[src/lbc_pkg.sv]
// Package for the block buffer cache: sizes, codes and the structs that pass
// between the top level and the row of entry cells. No dependencies.
package lbc_pkg;

  // Number of cache entries and the widths that follow from it.
  localparam int SLOTS  = 32;
  localparam int RANK_W = $clog2(SLOTS);

  // Fixed field widths of the request and response items.
  localparam int SLOT_W  = 5;
  localparam int DEV_W   = 8;
  localparam int BLK_W   = 32;
  localparam int COUNT_W = 8;

  localparam logic [COUNT_W-1:0] COUNT_MAX = '1;

  typedef enum logic [1:0] {
    CMD_GET     = 2'd0,
    CMD_RELEASE = 2'd1,
    CMD_PIN     = 2'd2,
    CMD_UNPIN   = 2'd3
  } cmd_e;

  typedef enum logic [1:0] {
    ERR_OK       = 2'd0,
    ERR_NO_FREE  = 2'd1,
    ERR_UNDERFLOW = 2'd2,
    ERR_OVERFLOW = 2'd3
  } err_e;

  // Operation applied to the selected cell in the update cycle.
  typedef enum logic [2:0] {
    OP_NONE,
    OP_HIT,
    OP_FILL,
    OP_INC,
    OP_DEC,
    OP_FRONT
  } cell_op_e;

  typedef enum logic {
    ST_IDLE,
    ST_DECIDE
  } state_e;

  typedef struct packed {
    cmd_e               command;
    logic [DEV_W-1:0]   device;
    logic [BLK_W-1:0]   block_number;
    logic [SLOT_W-1:0]  slot_in;
  } req_t;

  typedef struct packed {
    logic [SLOT_W-1:0]  slot_out;
    logic               need_read;
    logic               hit;
    logic [COUNT_W-1:0] ref_count_out;
    err_e               error;
  } rsp_t;

  // Update broadcast from the top level to every cell.
  typedef struct packed {
    cell_op_e           op;
    logic [DEV_W-1:0]   device;
    logic [BLK_W-1:0]   block_number;
    logic               shift;
    logic [RANK_W-1:0]  old_rank;
  } upd_t;

  // Status reported by each cell; the flags are decoded by rank.
  typedef struct packed {
    logic [SLOTS-1:0]   match_by_rank;
    logic [SLOTS-1:0]   free_by_rank;
    logic [COUNT_W-1:0] count;
    logic               valid;
    logic [RANK_W-1:0]  rank;
  } stat_t;

endpackage

[src/lbc_cell.sv]
// One cache entry: tags, valid bit, reference count and recency rank.
// Depends on lbc_pkg for the update and status structs.
module lbc_cell (
  input  logic                       clk,
  input  logic                       rst,
  input  logic [lbc_pkg::RANK_W-1:0] rank_init,
  input  logic [lbc_pkg::DEV_W-1:0]  key_device,
  input  logic [lbc_pkg::BLK_W-1:0]  key_block,
  input  lbc_pkg::upd_t              upd,
  input  logic                       sel,
  output lbc_pkg::stat_t             stat
);

  logic [lbc_pkg::DEV_W-1:0]   tag_device;
  logic [lbc_pkg::BLK_W-1:0]   tag_block;
  logic                        entry_valid;
  logic [lbc_pkg::COUNT_W-1:0] ref_count;
  logic [lbc_pkg::RANK_W-1:0]  recency_rank;
  logic                        match;
  logic                        free;

  // Tag compare and free test, reported as one-hot flags at this cell's rank.
  always_comb begin
    match = (tag_device == key_device) && (tag_block == key_block);
    free  = (ref_count == '0);
    stat.match_by_rank = match ? (lbc_pkg::SLOTS'(1) << recency_rank) : '0;
    stat.free_by_rank  = free  ? (lbc_pkg::SLOTS'(1) << recency_rank) : '0;
    stat.count = ref_count;
    stat.valid = entry_valid;
    stat.rank  = recency_rank;
  end

  // Entry update; an entry moved to the front pushes younger ranks down.
  always_ff @(posedge clk) begin
    if (rst) begin
      tag_device   <= '0;
      tag_block    <= '0;
      entry_valid  <= 1'b0;
      ref_count    <= '0;
      recency_rank <= rank_init;
    end else begin
      if (sel) begin
        case (upd.op)
          lbc_pkg::OP_HIT: begin
            ref_count   <= ref_count + 1'b1;
            entry_valid <= 1'b1;
          end
          lbc_pkg::OP_FILL: begin
            tag_device  <= upd.device;
            tag_block   <= upd.block_number;
            ref_count   <= lbc_pkg::COUNT_W'(1);
            entry_valid <= 1'b1;
          end
          lbc_pkg::OP_INC: begin
            ref_count <= ref_count + 1'b1;
          end
          lbc_pkg::OP_DEC: begin
            ref_count <= ref_count - 1'b1;
          end
          lbc_pkg::OP_FRONT: begin
            ref_count    <= ref_count - 1'b1;
            recency_rank <= '0;
          end
          default: begin
          end
        endcase
      end else if (upd.shift && (recency_rank < upd.old_rank)) begin
        recency_rank <= recency_rank + 1'b1;
      end
    end
  end

endmodule

[config.mk]
export PLATFORM = sky130hd
export DESIGN_NAME = lbc_cell
export DESIGN_NICKNAME = d
export VERILOG_FILES = /design/src/lbc_pkg.sv /design/src/lbc_cell.sv
export SDC_FILE = /design/constraint.sdc
export NUM_CORES = 1
export LEC_CHECK = 0
export ABC_AREA = 1
export BUFFER_PORTS_ARGS = -buffer_cell sky130_fd_sc_hd__buf_2
export CAP_MARGIN = 20
export CORE_MARGIN = 5
export CORE_UTILIZATION = 30
export CTS_CLUSTER_DIAMETER = 150
export DETAILED_ROUTE_END_ITERATION = 8
export PLACE_DENSITY_LB_ADDON = 0.15
export SLEW_MARGIN = 20
export SYNTH_ARGS = -nofsm -noshare
export SYNTH_HDL_FRONTEND = slang
export SYNTH_SLANG_ARGS = --single-unit
export TNS_END_PERCENT = 100
[constraint.sdc]
create_clock -name clk -period 1.99 [get_ports clk]
set_input_delay 0.199 -clock clk [delete_from_list [all_inputs] [get_ports clk]]
set_output_delay 0.199 -clock clk [all_outputs]
set_load 0.01 [all_outputs]
; Word-level counts from Yosys, hierarchy flattened
; Cells that the tools add are included.
[totals]
elab_cells = 37
mem_count = 0
in_bits = 97
regBits = 54
ram_bits = 0
romBits = 0
latch_bits = 0
output_inout_bits = 78
[op_classes]
muxes = 7
reduce_logical = 12
multipliers = 0
shift = 1
addsub = 3
n_div = 0
n_bitwise = 0
n_eq_ne = 8
magnitude_cmp = 1
[ops]
columns = op, n
row1 = 32-bit 2-to-1 mux, 2
row2 = 32-bit == test, 1
row3 = 1-bit by 5-bit << shifter with 32-bit output (first input constant), 1
row4 = 8-bit case mux with 3 select lines, 1
row5 = 5-bit 2-to-1 mux, 4
row6 = 8-bit by 1-bit adder with 8-bit output (second input constant), 1
row7 = 8-bit == test, 1
row8 = 8-bit logical NOT, 1
row9 = 2-bit AND reduction, 4
row10 = 8-bit by 1-bit subtractor with 8-bit output (second input constant), 1
row11 = 3-bit by 2-bit == test with 1-bit output (second input constant), 2
row12 = 3-bit == test (second input constant), 2
row13 = 3-bit nonzero test, 2
row14 = 2-bit OR reduction, 3
row15 = 5-bit by 1-bit adder with 5-bit output (second input constant), 1
row16 = 5-bit < comparator, 1
row17 = 3-bit by 1-bit == test with 1-bit output (second input constant), 1
row18 = 3-bit by 2-bit != test with 1-bit output (second input constant), 1
row19 = 1-bit logical AND, 2

; Logic depth before layout (Yosys ltp)
[logic_depth]
word_depth = 5
depth_mapped = 11
depth_no_buf = 11

; Worst setup path before layout
; OpenSTA, ideal clock, no wires.
[synth_path]
path_kind = register to output
from = register recency_rank[2] (netlist bit)
to = output stat[65] (netlist bit)
t_arrival_ns = 1.485
n_path_buf = 2
path_stages_with_launch = 7
required_time_ns = 1.791
setup_slack_ns = 0.306
path_cell_list = edfxtp_1 -> buf_2 -> inv_1 -> buf_2 -> ha_1 -> nand3_1 -> nor3_2
[synth_rtl]
columns = item, line_no
row1 = from (decl), lbc_cell.sv:18  ; logic [lbc_pkg::RANK_W-1:0] recency_rank;
row2 = from (signal assigned), lbc_cell.sv:40  ; recency_rank <= rank_init;
row3 = from (signal assigned), lbc_cell.sv:68  ; recency_rank <= recency_rank + 1'b1;
row4 = to (decl), lbc_cell.sv:11  ; output lbc_pkg::stat_t stat

==> results_dict.tcl <==
set metrics [dict create \
    dp.final_hpwl_um 9573 \
    syn_nets 747 \
    drc 0 \
    cts_root_buffer "clkbuf_16" \
    cts.clk_slew.worst_paths_ps 70 \
    hold_violations 0 \
    ys_ff_latch 54 \
    slowest_delay_ps 490 \
    yosysSeqAreaShare 0.2773 \
    clock_latency_ps 300 \
    hold_buffers 0 \
    io_pins 175 \
    syn_area_mm2 0.004079 \
    finalSetupViolations 0 \
    avgSynthCellArea_um2 6.444 \
    dr.pass1.iters 5 \
    die_h_um 126.6 \
    p_comb_frac 0.249 \
    clock-sinks 54 \
    rows 42 \
    dp_cells 961 \
    required_ps 1790 \
    swShare 0.3178 \
    relSlewSlack 0.7379 \
    crit_chain "inv_1, ha_2, nand4_1, nor3_2, buf_2" \
    power_leakage_nw 2.959 \
    rsz0062_at_grt "yes" \
    cts-htree-levels 2 \
    status "completed" \
    area_delta_synth_final_pct 36.47 \
    grt_pass1_wl_um 19720 \
    grt-ovfl-total 0 \
    ant_nets 0 \
    synth_edf_count 5 \
    synth_top_family_by_area "simple AND/OR/NAND/NOR gates" \
    fin_skew_ps 3.037 \
    clock.fmax_ghz 0.5055 \
    cts_tree "done" \
    syn_inst 633 \
    wl_um 12780 \
    drv_cap 0 \
    diodes 0 \
    yosys_warnings 0 \
    synth_mux_area_frac 0 \
    synth_xor_area_frac 0.01718 \
    start_kind "register" \
    start_util 0.3068 \
    hold_class "in2reg" \
    fin_nets 915 \
    cp_max_fo 8 \
    die_w_um 126.6 \
    portBuffers 174 \
    worstMarginPinSlew_ps 393.2 \
    vias_per_cell 4.583 \
    core-area_mm2 0.01330 \
    final_layout_size_suffix_gt1_frac 0.3716 \
    maxSlewViolCount 0 \
    slowest_stage "edfxtp_1" \
    grt_pass1_vias 4144 \
    whs_ps 154.9 \
    gr-usage-all-layers 0.1474 \
    wl_per_cell_um 13.06 \
    worstSetupPathType "reg2out" \
    grt_max_degree 43 \
    synth.distinct_cells 39 \
    stdcell_count 978 \
    clkPwrFrac 0.336 \
    antenna_found_initial 0 \
    synth_compound_area_frac 0.1138 \
    cts_buffers 5 \
    die-area_mm2 0.01603 \
    synth_async_sr_flop_share 0 \
    place_congestion 0.8149 \
    dr.first_iter.drc_count 170 \
    critPathArrivalTime_ps 1780 \
    cellPowerDensity_mw_per_mm2 518.4 \
    power_switching_mw 0.9170 \
    fin_crit_ps 1978 \
    seqPwrFrac 0.415 \
    synth_fa_ha_area_frac 0.05399 \
    min_period_over_period 0.9942 \
    clock_path_buffers 2 \
    power.internal_mw 1.969 \
    vias 4482 \
    ir_drop_v 0.0003143 \
    yosys.area_share.simple 0.4089 \
    end_kind "primary output" \
    setup_tns_ps 0 \
    post-route-util 0.4187 \
    ys.flop_type "dfxtp_1" \
]
## path summary, 6_finish.rpt
check                                      from               to  slack, ps  cells after the start
worst min register to register    tag_block[21]    tag_block[21]        450                      2
worst max register to register  recency_rank[3]  recency_rank[0]        190                      6
worst max-delay path            recency_rank[0]         stat[56]         10                      5
worst min-delay path                    upd[20]    tag_block[14]        150                      3
## critical path, delay by kind of cell (launching register included)
kind | cells | cell delay [ps]
flip-flops | 1 | 490
AND/OR/NAND/NOR | 2 | 390
adder cells (fa/ha/maj) | 1 | 310
buffers and inverters | 2 | 300
## final cells by class
| class | count | area (um2) |
|---|---|---|
| multi-input combinational | 457 | 2566 |
| timing repair inverter | 1 | 5.005 |
| clock buffer | 7 | 152.6 |
| clock inverter | 1 | 8.758 |
| tap | 176 | 220.2 |
| fill | 1394 | 7729 |
| inverter | 90 | 350.3 |
| timing repair buffer | 192 | 1111 |
| sequential | 54 | 1152 |
## power groups by stage
stage | Combinational (mW) | Clock (mW) | Sequential, mW
final | 0.720 | 0.970 | 1.20
after global routing | 0.817 | 1.05 | 1.20
after CTS | 0.704 | 1.02 | 1.19
after detailed placement | 0.697 | 0 | 1.22
after global placement | 0.687 | 0 | 1.21
after floorplan | 0.429 | 0 | 1.22
## layer usage
layer | part of all wire | vias up | track usage | wire length, um
met5 | 0 | - | 0 | 0
met4 | 0.011 | 0 | 0.03218 | 138
met3 | 0.069 | 12 | 0.03993 | 883
met2 | 0.50 | 124 | 0.2556 | 6353
met1 | 0.42 | 2009 | 0.1831 | 5401
li1 | - | 2337 | - | -
## state kept, by name (all words and copies together) (netlist names)
signal        flops
tag_device        8
entry_valid       1
recency_rank      5
ref_count         8
tag_block        32
## cells in the final DEF (no fill, tap or decap), drive strengths merged
| cell | synthesis | layout |
|---|---|---|
| a211oi | 1 | 1 |
| a21oi | 35 | 35 |
| a22o | 1 | 1 |
| a31oi | 1 | 1 |
| buf | 13 | 189 |
| clkbuf | 19 | 10 |
| clkinv | 2 | 2 |
| clkinvlp | 0 | 3 |
| dfxtp | 49 | 49 |
| edfxtp | 5 | 5 |
| fa | 1 | 1 |
| ha | 16 | 16 |
| inv | 88 | 87 |
| nand2 | 132 | 132 |
| nand3 | 26 | 26 |
| nand3b | 2 | 2 |
| nand4 | 22 | 22 |
| nor2 | 128 | 128 |
| nor3 | 32 | 32 |
| nor4 | 2 | 2 |
| o21ai | 48 | 48 |
| or2 | 2 | 2 |
| xnor2 | 2 | 2 |
| xor2 | 6 | 6 |
## synth_stat cells (2+ instances only)
master / instances / area, um2
nor3_1: 2 / 10.01
a21oi_2: 4 / 35.03
a21oi_1: 30 / 150.1
inv_1: 77 / 289.0
nor3_2: 29 / 290.3
nand2_1: 130 / 488.0
ha_1: 16 / 200.2
clkinv_1: 2 / 7.510
nand3b_1: 2 / 15.01
inv_2: 9 / 33.78
dfxtp_1: 49 / 980.9
inv_4: 2 / 12.51
o21ai_1: 4 / 20.02
xnor2_1: 2 / 17.52
xor2_1: 6 / 52.55
clkbuf_1: 19 / 71.32
nor4_1: 2 / 12.51
nor2_2: 3 / 18.77
edfxtp_1: 5 / 150.1
buf_2: 5 / 25.02
nor2_1: 123 / 461.7
nand4_1: 22 / 137.6
nor2_8: 2 / 40.04
nand3_1: 24 / 120.1
buf_6: 7 / 78.83
o21ai_0: 44 / 220.2
## metrics by stage
stage	setup WS [ps]	area (um2)	power, mW
2_1_floorplan	305.6	4079	1.648
6_report	11.64	5567	2.886
5_1_grt	-114.7	5567	3.070
3_3_place_gp	184.9	5100	1.901
3_5_place_dp	190.7	5100	1.914
4_1_cts	8.053	5288	2.920
## timing repair
action,in CTS,in global routing
setup endpoints to repair,32,64
resized for setup,6,50
pin swaps,1,11
setup buffers,1,2
cloned,0,6
## cells by family (layout without fill, tap and decap cells)
logic type,Yosys count,in the layout
AO/OA/AOI/OAI,86,86
adder cells (fa/ha/maj),17,17
flip-flops,54,54
XOR/XNOR,8,8
buffers and inverters,122,291
AND/OR/NAND/NOR,346,346
No activity file was read; power rests on OpenSTA's default activity.
